--- config.mk ---
export PLATFORM = sky130hd
export DESIGN_NAME = parallel_flash_command_sequencer_top
export DESIGN_NICKNAME = d
export VERILOG_FILES = /design/src/rtl/pfcs_pkg.sv /design/src/rtl/pfcs_front.sv /design/src/rtl/pfcs_queue.sv /design/src/rtl/pfcs_back.sv /design/src/rtl/parallel_flash_command_sequencer_top.sv
export SDC_FILE = /design/constraint.sdc
export NUM_CORES = 1
export LEC_CHECK = 0
export BUFFER_PORTS_ARGS = -buffer_cell sky130_fd_sc_hd__buf_2
export CAP_MARGIN = 20
export CORE_MARGIN = 2
export CORE_UTILIZATION = 35
export CTS_BUF_LIST = sky130_fd_sc_hd__clkbuf_2
export DETAILED_ROUTE_END_ITERATION = 10
export GPL_ROUTABILITY_DRIVEN = 0
export SLEW_MARGIN = 20
export SYNTH_ARGS = -nofsm -noshare
export SYNTH_HDL_FRONTEND = slang
export SYNTH_SLANG_ARGS = --single-unit
--- constraint.sdc ---
create_clock -name clk -period 3.4 [get_ports clk]
set_clock_uncertainty 0.2 [all_clocks]
set_input_delay 0.68 -clock clk [delete_from_list [all_inputs] [get_ports clk]]
set_output_delay 0.68 -clock clk [all_outputs]
set_load 0.005 [all_outputs]
--- src/rtl/pfcs_pkg.sv ---
// Shared types and constants for the parallel flash command sequencer.
package pfcs_pkg;

    localparam int BUS_ADDR_W  = 19;
    localparam int QUEUE_DEPTH = 4;
    localparam int QPTR_W      = $clog2(QUEUE_DEPTH);
    localparam int STEP_W      = 3;

    typedef logic [BUS_ADDR_W-1:0] bus_addr_t;

    // Operation codes of a command transaction
    localparam logic [2:0] OP_PROGRAM      = 3'd0;
    localparam logic [2:0] OP_ERASE_SECTOR = 3'd1;
    localparam logic [2:0] OP_ERASE_CHIP   = 3'd2;
    localparam logic [2:0] OP_READ_ID      = 3'd3;
    localparam logic [2:0] OP_READ_RESP    = 3'd4;

    // Finish status codes
    localparam logic [1:0] ST_OK         = 2'd0;
    localparam logic [1:0] ST_TIMEOUT    = 2'd1;
    localparam logic [1:0] ST_UNEXPECTED = 2'd2;

    // JEDEC command set
    localparam bus_addr_t  ADDR_UNLOCK1   = 19'h05555;
    localparam bus_addr_t  ADDR_UNLOCK2   = 19'h02AAA;
    localparam bus_addr_t  ADDR_ID_MANUF  = 19'h00000;
    localparam bus_addr_t  ADDR_ID_DEVICE = 19'h00001;
    localparam logic [7:0] DATA_UNLOCK1   = 8'hAA;
    localparam logic [7:0] DATA_UNLOCK2   = 8'h55;
    localparam logic [7:0] CMD_PROGRAM    = 8'hA0;
    localparam logic [7:0] CMD_ERASE      = 8'h80;
    localparam logic [7:0] CMD_CHIP_ERASE = 8'h10;
    localparam logic [7:0] CMD_SECT_ERASE = 8'h30;
    localparam logic [7:0] CMD_ID_ENTRY   = 8'h90;
    localparam logic [7:0] CMD_ID_EXIT    = 8'hF0;

    localparam logic [15:0] POLL_LIMIT_RESET = 16'hF000;

    typedef enum logic [2:0] {
        PH_IDLE,
        PH_PROG_POLL,
        PH_ERASE_POLL,
        PH_ID_FIRST,
        PH_ID_SECOND
    } phase_t;

    typedef enum logic [1:0] {
        CK_WRITE,
        CK_READ,
        CK_FINISH
    } cycle_kind_t;

    // Bus sequences the back end knows how to play out
    typedef enum logic [2:0] {
        SEQ_PROGRAM,
        SEQ_ERASE_SECTOR,
        SEQ_ERASE_CHIP,
        SEQ_ID_ENTER,
        SEQ_READ,
        SEQ_FINISH,
        SEQ_ID_EXIT
    } seq_kind_t;

    typedef struct packed {
        seq_kind_t   kind;
        bus_addr_t   addr;
        logic [7:0]  data;
        logic [15:0] value;
        logic [1:0]  status;
    } desc_t;

    typedef struct packed {
        logic empty;
        logic full;
    } q_stat_t;

endpackage

--- src/rtl/pfcs_front.sv ---
// Front end: takes command and read-response transactions, tracks phase, issues descriptors.
module pfcs_front #(
    parameter int ADDR_BITS = 19
) (
    input  logic                     clk,
    input  logic                     rst_n,
    input  logic                     cfg_wr_en,
    input  logic [15:0]              cfg_wr_data,
    input  logic                     accept,
    input  logic [2:0]               operation,
    input  logic [18:0]              address,
    input  logic [7:0]               prog_byte,
    input  logic                     burst_end,
    input  logic [7:0]               read_data,
    output pfcs_pkg::desc_t          desc
);

    pfcs_pkg::phase_t       phase_reg, phase_next;
    logic [ADDR_BITS-1:0]   target_reg, target_next;
    logic [7:0]             expected_reg, expected_next;
    logic [15:0]            poll_reg, poll_next;
    logic [7:0]             first_id_reg, first_id_next;
    logic                   burst_open_reg, burst_open_next;
    logic [15:0]            poll_limit_reg;

    logic                   unexpected;
    logic [ADDR_BITS-1:0]   addr_in;
    logic [ADDR_BITS-1:0]   prog_target;
    logic                   poll_done;
    logic                   poll_expired;

    assign addr_in     = ADDR_BITS'(address);
    assign prog_target = burst_open_reg ? target_reg : addr_in;
    assign unexpected  = (operation > pfcs_pkg::OP_READ_RESP)
                      || ((operation < pfcs_pkg::OP_READ_RESP)
                          && (phase_reg != pfcs_pkg::PH_IDLE))
                      || ((operation == pfcs_pkg::OP_READ_RESP)
                          && (phase_reg == pfcs_pkg::PH_IDLE));
    assign poll_done    = (phase_reg == pfcs_pkg::PH_PROG_POLL) ? (read_data == expected_reg)
                                                                : read_data[7];
    assign poll_expired = (poll_reg >= poll_limit_reg);

    always_ff @(posedge clk or negedge rst_n)
    begin
        if (!rst_n)
        begin
            phase_reg      <= pfcs_pkg::PH_IDLE;
            target_reg     <= '0;
            expected_reg   <= '0;
            poll_reg       <= '0;
            first_id_reg   <= '0;
            burst_open_reg <= 1'b0;
            poll_limit_reg <= pfcs_pkg::POLL_LIMIT_RESET;
        end
        else
        begin
            phase_reg      <= phase_next;
            target_reg     <= target_next;
            expected_reg   <= expected_next;
            poll_reg       <= poll_next;
            first_id_reg   <= first_id_next;
            burst_open_reg <= burst_open_next;
            if (cfg_wr_en)
            begin
                poll_limit_reg <= cfg_wr_data;
            end
        end
    end

    // Next state
    always_comb
    begin
        phase_next      = phase_reg;
        target_next     = target_reg;
        expected_next   = expected_reg;
        poll_next       = poll_reg;
        first_id_next   = first_id_reg;
        burst_open_next = burst_open_reg;
        if (accept && !unexpected)
        begin
            case (operation)
                pfcs_pkg::OP_PROGRAM:
                begin
                    target_next     = prog_target;
                    expected_next   = prog_byte;
                    burst_open_next = !burst_end;
                    poll_next       = 16'd1;
                    phase_next      = pfcs_pkg::PH_PROG_POLL;
                end
                pfcs_pkg::OP_ERASE_SECTOR:
                begin
                    burst_open_next = 1'b0;
                    target_next     = addr_in;
                    poll_next       = 16'd1;
                    phase_next      = pfcs_pkg::PH_ERASE_POLL;
                end
                pfcs_pkg::OP_ERASE_CHIP:
                begin
                    burst_open_next = 1'b0;
                    target_next     = '0;
                    poll_next       = 16'd1;
                    phase_next      = pfcs_pkg::PH_ERASE_POLL;
                end
                pfcs_pkg::OP_READ_ID:
                begin
                    burst_open_next = 1'b0;
                    phase_next      = pfcs_pkg::PH_ID_FIRST;
                end
                default:
                begin
                    case (phase_reg)
                        pfcs_pkg::PH_PROG_POLL, pfcs_pkg::PH_ERASE_POLL:
                        begin
                            if (poll_done)
                            begin
                                if (phase_reg == pfcs_pkg::PH_PROG_POLL)
                                begin
                                    target_next = target_reg + 1'b1;
                                end
                                phase_next = pfcs_pkg::PH_IDLE;
                            end
                            else if (poll_expired)
                            begin
                                burst_open_next = 1'b0;
                                phase_next      = pfcs_pkg::PH_IDLE;
                            end
                            else
                            begin
                                poll_next = poll_reg + 16'd1;
                            end
                        end
                        pfcs_pkg::PH_ID_FIRST:
                        begin
                            first_id_next = read_data;
                            phase_next    = pfcs_pkg::PH_ID_SECOND;
                        end
                        pfcs_pkg::PH_ID_SECOND:
                        begin
                            phase_next = pfcs_pkg::PH_IDLE;
                        end
                        default:
                        begin
                            phase_next = phase_reg;
                        end
                    endcase
                end
            endcase
        end
    end

    // Descriptor for the back end
    always_comb
    begin
        desc        = '0;
        desc.kind   = pfcs_pkg::SEQ_FINISH;
        desc.status = pfcs_pkg::ST_UNEXPECTED;
        if (!unexpected)
        begin
            case (operation)
                pfcs_pkg::OP_PROGRAM:
                begin
                    desc.kind   = pfcs_pkg::SEQ_PROGRAM;
                    desc.addr   = pfcs_pkg::bus_addr_t'(prog_target);
                    desc.data   = prog_byte;
                    desc.status = pfcs_pkg::ST_OK;
                end
                pfcs_pkg::OP_ERASE_SECTOR:
                begin
                    desc.kind   = pfcs_pkg::SEQ_ERASE_SECTOR;
                    desc.addr   = pfcs_pkg::bus_addr_t'(addr_in);
                    desc.status = pfcs_pkg::ST_OK;
                end
                pfcs_pkg::OP_ERASE_CHIP:
                begin
                    desc.kind   = pfcs_pkg::SEQ_ERASE_CHIP;
                    desc.status = pfcs_pkg::ST_OK;
                end
                pfcs_pkg::OP_READ_ID:
                begin
                    desc.kind   = pfcs_pkg::SEQ_ID_ENTER;
                    desc.status = pfcs_pkg::ST_OK;
                end
                default:
                begin
                    case (phase_reg)
                        pfcs_pkg::PH_PROG_POLL, pfcs_pkg::PH_ERASE_POLL:
                        begin
                            if (poll_done || poll_expired)
                            begin
                                desc.kind   = pfcs_pkg::SEQ_FINISH;
                                desc.value  = poll_reg;
                                desc.status = poll_done ? pfcs_pkg::ST_OK
                                                        : pfcs_pkg::ST_TIMEOUT;
                            end
                            else
                            begin
                                desc.kind   = pfcs_pkg::SEQ_READ;
                                desc.addr   = pfcs_pkg::bus_addr_t'(target_reg);
                                desc.status = pfcs_pkg::ST_OK;
                            end
                        end
                        pfcs_pkg::PH_ID_FIRST:
                        begin
                            desc.kind   = pfcs_pkg::SEQ_READ;
                            desc.addr   = pfcs_pkg::ADDR_ID_DEVICE;
                            desc.status = pfcs_pkg::ST_OK;
                        end
                        pfcs_pkg::PH_ID_SECOND:
                        begin
                            desc.kind   = pfcs_pkg::SEQ_ID_EXIT;
                            desc.value  = {first_id_reg, read_data};
                            desc.status = pfcs_pkg::ST_OK;
                        end
                        default:
                        begin
                            desc.kind   = pfcs_pkg::SEQ_FINISH;
                            desc.status = pfcs_pkg::ST_UNEXPECTED;
                        end
                    endcase
                end
            endcase
        end
    end

endmodule

--- src/rtl/pfcs_queue.sv ---
// Short descriptor queue between front and back end.
module pfcs_queue (
    input  logic                clk,
    input  logic                rst_n,
    input  logic                push,
    input  pfcs_pkg::desc_t     push_desc,
    input  logic                pop,
    output pfcs_pkg::desc_t     head,
    output pfcs_pkg::q_stat_t   stat
);

    pfcs_pkg::desc_t                 entry_reg [pfcs_pkg::QUEUE_DEPTH];
    logic [pfcs_pkg::QPTR_W-1:0]     wr_ptr_reg, rd_ptr_reg;
    logic [pfcs_pkg::QPTR_W:0]       count_reg, count_next;

    assign head       = entry_reg[rd_ptr_reg];
    assign stat.empty = (count_reg == '0);
    assign stat.full  = (count_reg == (pfcs_pkg::QPTR_W+1)'(pfcs_pkg::QUEUE_DEPTH));

    always_comb
    begin
        count_next = count_reg;
        if (push && !pop)
        begin
            count_next = count_reg + 1'b1;
        end
        else if (!push && pop)
        begin
            count_next = count_reg - 1'b1;
        end
    end

    always_ff @(posedge clk or negedge rst_n)
    begin
        if (!rst_n)
        begin
            wr_ptr_reg <= '0;
            rd_ptr_reg <= '0;
            count_reg  <= '0;
        end
        else
        begin
            count_reg <= count_next;
            if (push)
            begin
                wr_ptr_reg <= wr_ptr_reg + 1'b1;
            end
            if (pop)
            begin
                rd_ptr_reg <= rd_ptr_reg + 1'b1;
            end
        end
    end

    always_ff @(posedge clk)
    begin
        if (push)
        begin
            entry_reg[wr_ptr_reg] <= push_desc;
        end
    end

endmodule

--- src/rtl/pfcs_back.sv ---
// Back end: expands each descriptor into bus cycle and finish results, one per clock while out_ready allows.
module pfcs_back (
    input  logic                    clk,
    input  logic                    rst_n,
    input  pfcs_pkg::desc_t         head,
    input  pfcs_pkg::q_stat_t       q_stat,
    output logic                    pop,
    output logic                    out_valid,
    input  logic                    out_ready,
    output pfcs_pkg::cycle_kind_t   out_kind,
    output pfcs_pkg::bus_addr_t     out_addr,
    output logic [7:0]              out_data,
    output logic                    out_last,
    output logic [15:0]             out_value,
    output logic [1:0]              out_status
);

    logic [pfcs_pkg::STEP_W-1:0] step_reg;
    logic                        valid_reg;
    pfcs_pkg::cycle_kind_t       kind_reg;
    pfcs_pkg::bus_addr_t         addr_reg;
    logic [7:0]                  data_reg;
    logic                        last_reg;
    logic [15:0]                 value_reg;
    logic [1:0]                  status_reg;

    pfcs_pkg::cycle_kind_t       it_kind;
    pfcs_pkg::bus_addr_t         it_addr;
    logic [7:0]                  it_data;
    logic                        it_last;
    logic [15:0]                 it_value;
    logic [1:0]                  it_status;
    logic                        load;

    assign load = !q_stat.empty && (!valid_reg || out_ready);
    assign pop  = load && it_last;

    // Item at the current step of the head sequence
    always_comb
    begin
        it_kind   = pfcs_pkg::CK_WRITE;
        it_addr   = '0;
        it_data   = '0;
        it_last   = 1'b0;
        it_value  = '0;
        it_status = pfcs_pkg::ST_OK;
        case (head.kind)
            pfcs_pkg::SEQ_READ:
            begin
                it_kind = pfcs_pkg::CK_READ;
                it_addr = head.addr;
                it_last = 1'b1;
            end
            pfcs_pkg::SEQ_FINISH:
            begin
                it_kind   = pfcs_pkg::CK_FINISH;
                it_value  = head.value;
                it_status = head.status;
                it_last   = 1'b1;
            end
            default:
            begin
                // every longer sequence opens with the two unlock writes
                case (step_reg)
                    3'd0, 3'd3:
                    begin
                        it_addr = pfcs_pkg::ADDR_UNLOCK1;
                        it_data = pfcs_pkg::DATA_UNLOCK1;
                    end
                    3'd1, 3'd4:
                    begin
                        it_addr = pfcs_pkg::ADDR_UNLOCK2;
                        it_data = pfcs_pkg::DATA_UNLOCK2;
                    end
                    default:
                    begin
                        it_addr = '0;
                    end
                endcase
                case (head.kind)
                    pfcs_pkg::SEQ_PROGRAM:
                    begin
                        case (step_reg)
                            3'd2:
                            begin
                                it_addr = pfcs_pkg::ADDR_UNLOCK1;
                                it_data = pfcs_pkg::CMD_PROGRAM;
                            end
                            3'd3:
                            begin
                                it_addr = head.addr;
                                it_data = head.data;
                            end
                            3'd4:
                            begin
                                it_kind = pfcs_pkg::CK_READ;
                                it_addr = head.addr;
                                it_data = '0;
                                it_last = 1'b1;
                            end
                            default:
                            begin
                                it_last = 1'b0;
                            end
                        endcase
                    end
                    pfcs_pkg::SEQ_ERASE_SECTOR, pfcs_pkg::SEQ_ERASE_CHIP:
                    begin
                        case (step_reg)
                            3'd2:
                            begin
                                it_addr = pfcs_pkg::ADDR_UNLOCK1;
                                it_data = pfcs_pkg::CMD_ERASE;
                            end
                            3'd5:
                            begin
                                if (head.kind == pfcs_pkg::SEQ_ERASE_SECTOR)
                                begin
                                    it_addr = head.addr;
                                    it_data = pfcs_pkg::CMD_SECT_ERASE;
                                end
                                else
                                begin
                                    it_addr = pfcs_pkg::ADDR_UNLOCK1;
                                    it_data = pfcs_pkg::CMD_CHIP_ERASE;
                                end
                            end
                            3'd6:
                            begin
                                it_kind = pfcs_pkg::CK_READ;
                                it_addr = head.addr;
                                it_last = 1'b1;
                            end
                            default:
                            begin
                                it_last = 1'b0;
                            end
                        endcase
                    end
                    pfcs_pkg::SEQ_ID_ENTER, pfcs_pkg::SEQ_ID_EXIT:
                    begin
                        case (step_reg)
                            3'd2:
                            begin
                                it_addr = pfcs_pkg::ADDR_UNLOCK1;
                                it_data = (head.kind == pfcs_pkg::SEQ_ID_ENTER)
                                        ? pfcs_pkg::CMD_ID_ENTRY : pfcs_pkg::CMD_ID_EXIT;
                            end
                            3'd3:
                            begin
                                it_data = '0;
                                it_last = 1'b1;
                                if (head.kind == pfcs_pkg::SEQ_ID_ENTER)
                                begin
                                    it_kind = pfcs_pkg::CK_READ;
                                    it_addr = pfcs_pkg::ADDR_ID_MANUF;
                                end
                                else
                                begin
                                    it_kind   = pfcs_pkg::CK_FINISH;
                                    it_addr   = '0;
                                    it_value  = head.value;
                                    it_status = pfcs_pkg::ST_OK;
                                end
                            end
                            default:
                            begin
                                it_last = 1'b0;
                            end
                        endcase
                    end
                    default:
                    begin
                        it_last = 1'b1;
                    end
                endcase
            end
        endcase
    end

    always_ff @(posedge clk or negedge rst_n)
    begin
        if (!rst_n)
        begin
            step_reg  <= '0;
            valid_reg <= 1'b0;
        end
        else
        begin
            if (load)
            begin
                valid_reg <= 1'b1;
                step_reg  <= it_last ? '0 : step_reg + 1'b1;
            end
            else if (out_ready)
            begin
                valid_reg <= 1'b0;
            end
        end
    end

    always_ff @(posedge clk)
    begin
        if (load)
        begin
            kind_reg   <= it_kind;
            addr_reg   <= it_addr;
            data_reg   <= it_data;
            last_reg   <= it_last;
            value_reg  <= it_value;
            status_reg <= it_status;
        end
    end

    assign out_valid  = valid_reg;
    assign out_kind   = kind_reg;
    assign out_addr   = addr_reg;
    assign out_data   = data_reg;
    assign out_last   = last_reg;
    assign out_value  = value_reg;
    assign out_status = status_reg;

endmodule

--- src/rtl/parallel_flash_command_sequencer_top.sv ---
// Top level of the parallel NOR flash command sequencer.
//
//  channel   direction  handshake           payload
//  s_*       in         s_tvalid/s_tready   tuser operation, tlast burst_end, tdata fields
//  m_*       out        m_tvalid/m_tready   tuser cycle_kind, tlast last, tdata fields
//  cfg_*     in         cfg_wr_en           poll limit, 16 bits
//
// Rates: the front end takes one transaction per clock while the four-entry
// descriptor queue has room; the back end plays out one result per clock while
// m_tready is up, and a transaction expands into 1 to 7 results.
// That single result emitter sets the sustained rate.
// Reset clears phase, counters, queue and output valid at once; no sweep.
// A stall on m_tready holds the output register; the queue keeps s_tready up
// until four descriptors are waiting.
module parallel_flash_command_sequencer_top #(
    parameter int ADDR_BITS = 19
) (
    input  logic        clk,
    input  logic        rst_n,
    input  logic        cfg_wr_en,
    input  logic [15:0] cfg_wr_data,
    input  logic        s_tvalid,
    output logic        s_tready,
    input  logic [39:0] s_tdata,   // address[18:0], prog_byte[26:19], read_data[34:27], zero
    input  logic [2:0]  s_tuser,   // operation[2:0]
    input  logic        s_tlast,   // burst_end
    output logic        m_tvalid,
    input  logic        m_tready,
    output logic [47:0] m_tdata,   // bus_address[18:0], bus_data[26:19],
                                   // result_value[42:27], status[44:43], zero
    output logic [1:0]  m_tuser,   // cycle_kind[1:0]
    output logic        m_tlast    // last
);

    pfcs_pkg::desc_t       front_desc;
    pfcs_pkg::desc_t       head_desc;
    pfcs_pkg::q_stat_t     q_stat;
    logic                  accept;
    logic                  pop;
    pfcs_pkg::cycle_kind_t out_kind;
    pfcs_pkg::bus_addr_t   out_addr;
    logic [7:0]            out_data;
    logic [15:0]           out_value;
    logic [1:0]            out_status;

    assign s_tready = !q_stat.full;
    assign accept   = s_tvalid && s_tready;

    pfcs_front #(
        .ADDR_BITS (ADDR_BITS)
    ) u_front (
        .clk         (clk),
        .rst_n       (rst_n),
        .cfg_wr_en   (cfg_wr_en),
        .cfg_wr_data (cfg_wr_data),
        .accept      (accept),
        .operation   (s_tuser),
        .address     (s_tdata[18:0]),
        .prog_byte   (s_tdata[26:19]),
        .burst_end   (s_tlast),
        .read_data   (s_tdata[34:27]),
        .desc        (front_desc)
    );

    pfcs_queue u_queue (
        .clk       (clk),
        .rst_n     (rst_n),
        .push      (accept),
        .push_desc (front_desc),
        .pop       (pop),
        .head      (head_desc),
        .stat      (q_stat)
    );

    pfcs_back u_back (
        .clk        (clk),
        .rst_n      (rst_n),
        .head       (head_desc),
        .q_stat     (q_stat),
        .pop        (pop),
        .out_valid  (m_tvalid),
        .out_ready  (m_tready),
        .out_kind   (out_kind),
        .out_addr   (out_addr),
        .out_data   (out_data),
        .out_last   (m_tlast),
        .out_value  (out_value),
        .out_status (out_status)
    );

    assign m_tuser = out_kind;
    assign m_tdata = {3'b000, out_status, out_value, out_data, out_addr};

    // A finish always closes the results of its transaction
    assert property (@(posedge clk) disable iff (!rst_n)
        (m_tvalid && (m_tuser == pfcs_pkg::CK_FINISH)) |-> m_tlast)
        else $error("finish result without last");

    // Bus cycles carry neither value nor status
    assert property (@(posedge clk) disable iff (!rst_n)
        (m_tvalid && (m_tuser != pfcs_pkg::CK_FINISH))
            |-> ((m_tdata[42:27] == 16'd0) && (m_tdata[44:43] == pfcs_pkg::ST_OK)))
        else $error("bus cycle with finish fields set");

    // Reads and finishes drive no data
    assert property (@(posedge clk) disable iff (!rst_n)
        (m_tvalid && (m_tuser != pfcs_pkg::CK_WRITE)) |-> (m_tdata[26:19] == 8'd0))
        else $error("non-write result with bus data");

    // Queue cannot report full and empty together
    assert property (@(posedge clk) disable iff (!rst_n)
        !(q_stat.full && q_stat.empty))
        else $error("queue status inconsistent");

endmodule

# Word-level counts from Yosys, hierarchy flattened
# Memories as Yosys holds them, arrays and structs flattened.
# Index checks and enable logic that the tools add are counted.
# W data, S select, Z words.
# totals
in_bits,65
elab_cells,179
ramBits,192
output_inout_bits,53
regBits,130
memories,1
# classes
bitwise,2
reduce_logical,53
magnitude_cmp,3
muxes,69
n_eq_ne,26
addsub,7
# memory_table
memory,depth,word_bits,read_ports,rd_ports_with_merged_regs,write_ports,line,text
u_queue.entry_reg,4,48,1,0,1,pfcs_queue.sv:12,pfcs_pkg::desc_t entry_reg [pfcs_pkg::QUEUE_DEPTH];
# op_table
op,n
$pmux W19 S3,3
$mux W16,8
$mux W19,6
$pmux W19 S2,3
$pmux W16 S2,3
$pmux W19 S4,1
$pmux W15 S2,2
$mux W48,1
$pmux W8 S2,3
$pmux W8 S3,2
$eq A3 B3 Y1 const B,9
$pmux W3 S3,3
$eq A3 B2 Y1 const B,8
$reduce_or A2 Y1,10
$add A19 B1 Y19 const B,1
$add A16 B1 Y16 const B,1
$ge A16 B16 Y1,1
$mux W1,16
$logic_not A3 Y1,5
$mux W3,5
$eq A3 B1 Y1 const B,4
$pmux W3 S4,1
$reduce_bool A4 Y1,3
$reduce_and A5 Y1,2
other kinds (29),59

# Logic depth before layout (Yosys ltp)
# An unclocked memory read counts as a cell.
# depth
ltp_word,9
depth_mapped,13

# Cells and area by module
# A second synthesis with hierarchy kept.
# hier_totals
cells_unflattened,1172
hier_area_um2,15323.4
# by_module_without_submodules
module,area_each_um2,instances,seq_area_each_um2,cells_per_inst
pfcs_queue,7375.8,1,5940.7,285
pfcs_front,4748.3,1,1781.7,541
pfcs_back,3163.0,1,1541.5,340
parallel_flash_command_sequencer_top,36.3,1,0.0,6

# Worst setup path after synthesis
# OpenSTA, ideal clock, no wires.
# synth_path
kind,input port to flip-flop
startpoint,in m_tready
endpoint,reg u_queue.count_reg[1] (netlist name)
path_buffers,0
arrival_ns,3.133
setup_slack_ns,-0.058
setup_ns,0.125
path_stages,8
required_time_ns,3.075
path_cell_list,inv_1 -> a21o_1 -> inv_1 -> nand2_1 -> ha_1 -> inv_1 -> fa_1 -> mux2_2
# synth_via
elab_chain_cells,6
word_cells_on_any_way,8
# synth_lines
element,line,text
start: declaration,parallel_flash_command_sequencer_top.sv:28,"input logic m_tready,"
$logic_or A1 B1 Y1,pfcs_back.sv:35,assign load = !q_stat.empty && (!valid_reg || out_ready);
$logic_and A1 B1 Y1,pfcs_back.sv:35,
via u_back.load,pfcs_back.sv:33,logic load;
$logic_and A1 B1 Y1,pfcs_back.sv:36,assign pop = load && it_last;
$logic_not A1 Y1,pfcs_queue.sv:23,if (push && !pop)
$logic_and A1 B1 Y1,pfcs_queue.sv:23,
$mux W3,pfcs_queue.sv:23,
"via u_queue.count_next, one bit",pfcs_queue.sv:14,"logic [pfcs_pkg::QPTR_W:0] count_reg, count_next;"
end signal: assignment,pfcs_queue.sv:43,count_reg <= count_next;
end: declaration,pfcs_queue.sv:14,
# The timed path passes the listed nets, and every way through them passes these cells.
# A chain may end at the register's enable or synchronous reset.

==> results.py <==
metrics = {
    "run_status": {
        "status": "complete, no violations",
    },
    "critical_path": {
        "critPathLaunchType": "flop",
        "ff2ff_setup_slack_ns": 0.20,
        "worstPathArrival_ns": 3.66,
        "r2r_start": "u_front.poll_limit_reg[13]",
        "r2r_end": "u_queue.entry_reg[3][3]",
        "end_kind": "flop",
        "crit_fanout": 16,
        "path_class": "flop to flop",
        "reg2reg_depth": 8,
        "crit_required_ns": 3.86,
    },
    "clock_tree": {
        "cts_max_path_buffers": 3,
        "clock-sinks": 322,
        "clk-insertion-delay-late_ns": 1.00,
        "cts_tree": "done",
        "numCtsBuffers": 77,
        "root_buffer": "clkbuf_2",
        "postCtsSetupRepairBufs": 0,
        "htreeDepth": 3,
        "path_clk_slew_ns": 0.10,
    },
    "job": {
        "cap_violations": 0,
    },
    "grt": {
        "grt_first_pass_wirelength_mm": 58.1,
        "use_met1": 0.221,
        "grt_max_degree": 53,
        "antenna_found_initial": 2,
        "globalRouteMet2Util": 0.273,
        "grt-ovfl-total": 0,
        "top_usage_layer": "met2",
        "use_met3": 0.0377,
        "grt_usage": 0.169,
        "grt_pass1_vias": 10500,
    },
    "synth": {
        "syn_avg_cell_area_um2": 13.4,
        "synth_edf_count": 240,
        "synth-seq-cells": 322,
        "syn_area_um2": 15100,
        "ys_seq_area_frac": 0.614,
        "yosys_warnings": 0,
        "async_reset_ff_frac": 0.255,
        "synth_ff_type": "edfxtp_1",
        "synthCells": 1124,
        "yosys.cell_types.count": 75,
    },
    "detailed_routing": {
        "ant_nets": 0,
        "vias": 10500,
        "wl_per_cell_um": 18.6,
        "routed_wl_mm": 37.0,
        "routed_via_density": 5.29,
        "drc": 0,
        "drt_pass1_iterations": 5,
        "drt_iter0_markers": 884,
    },
    "floorplanning": {
        "io_pins": 118,
        "die_h_um": 212,
        "rows": 76,
        "dieArea_um2": 44800,
        "fp.coreArea_um2": 42800,
        "die_x_um": 212,
        "initial_core_util": 0.352,
    },
    "finish": {
        "most-common-layout-cells": "edfxtp_1, clkbuf_2, buf_2",
        "nets": 1471,
        "synthToLayoutAreaGrowth_pct": 20.1,
        "drive_gt1_frac": 0.269,
        "largest_reg_flops": 192,
        "nFillCells": 4033,
        "final_common_cell": "edfxtp_1",
    },
    "timing": {
        "fin_setup_tns_ns": 0,
        "maxSlewViolCount": 0,
        "slew_headroom": 0.406,
        "worstMarginPinSlew_ns": 0.888,
        "rsz0062_at_grt": "no",
        "min_period_ns": 3.20,
        "hold_viol": 0,
        "period_share": 0.941,
        "max_freq_mhz": 313,
        "setup_viol": 0,
        "fin_ws_ns": 0.201,
    },
    "placed_design": {
        "dp_hpwl_mm": 24.6,
        "port_buffers": 109,
        "pre_cts_ws_ns": 0.205,
    },
    "power": {
        "p_per_area_nw_per_um2": 671,
        "p_leak_uw": 0.00697,
        "ir_worst_vdd_uv": 344,
    },
    "min_path": {
        "hold_depth": 1,
        "hp-start": "u_queue.count_reg[2]",
        "min_to": "u_queue.count_reg[2]",
        "hold_class": "flop to flop",
    },
}
## per-stage QoR
stage               utilization  instances  power [µW]  area [µm²]  hold slack (ns)
floorplan                     -       1126        8260       15100            0.184
global placement          0.385       1753        9590       16500            0.279
detailed placement        0.385       1753        9670       16500            0.274
CTS                       0.423       1986       12300       18100            0.168
global route              0.423       1988       13000       18100            0.187
finish                    0.423       1988       12200       18100            0.286
## critical path: stages, from the launching register on
cell and delay [ns]:
dfstp_2 0.53, inv_1 0.05, ha_1 0.31, a21o_1 0.16, a21o_1 0.17, a21oi_1 0.26, nand4b_1 0.22, o311a_1 0.61
a22o_1 0.39
## cells in the mapped netlist (28+ instances only)
master | number | share of area
a21oi_1 | 58 | 0.019
dfrtp_1 | 78 | 0.13
clkbuf_1 | 56 | 0.014
nor2_1 | 39 | 0.0097
inv_1 | 36 | 0.0090
ha_1 | 28 | 0.023
nand2_1 | 70 | 0.017
o21ai_0 | 64 | 0.021
mux4_2 | 48 | 0.072
and3_1 | 37 | 0.015
nand3_1 | 32 | 0.011
edfxtp_1 | 240 | 0.48
## kinds of logic (layout without fill, tap and decap cells)
group | count (synthesis) | count (layout) | synth area share
DFF | 322 | 322 | 0.614
AOI/OAI and AO/OA | 288 | 288 | 0.131
and+or+nand+nor | 274 | 274 | 0.0963
buffers and inverters | 114 | 428 | 0.0301
muxes | 79 | 79 | 0.0941
adders and majority gates | 29 | 29 | 0.0246
xor gates and xnor gates | 17 | 17 | 0.00987
other | 1 | 5 | 0.000249
## metal layers
layer  up-vias  share of wire
li1       4966              -
met1      5199           0.44
met2       305           0.48
met3        54          0.053
met4         0          0.023
met5         -              0
## how the worst max path moves through the flow
| stage | endpoint | start |
|---|---|---|
| final | u_queue.entry_reg[3][3] | u_front.poll_limit_reg[13] |
| after global routing | u_queue.count_reg[2] | u_queue.rd_ptr_reg[0] |
| after CTS | u_back.out_addr[8] | u_back.step_reg[0] |
| after detailed placement | u_back.out_addr[8] | u_back.step_reg[0] |
| after global placement | u_front.target_reg[9] | s_tdata[33] |
| after floorplan | u_queue.count_reg[1] | u_queue.rd_ptr_reg[0] |
## where the power goes
group | leakage, µW | switching (µW) | internal [µW]
Combinational | 0.00317 | 2180 | 1770
Sequential | 0.00325 | 333 | 5320
Clock | 0.000552 | 1550 | 991
Total | 0.00697 | 4070 | 8080
## final cells by class
class	instances	area (µm²)	area share
flip-flops and latches	322	9270	0.512
multi-input cells	690	5400	0.298
repair buffers	248	1880	0.104
well taps	546	683	0.0377
clock buffers	115	576	0.0318
clock inverters	27	149	0.00822
inverters	38	149	0.00822
diodes	2	5.00	0.000276
## timing repair
item,CTS,global route
gates resized for setup,0,3
endpoints found under the setup margin,0,9
hold endpoints to repair,273,0
hold buffers,91,0
(Power assumes the default switching activity.)
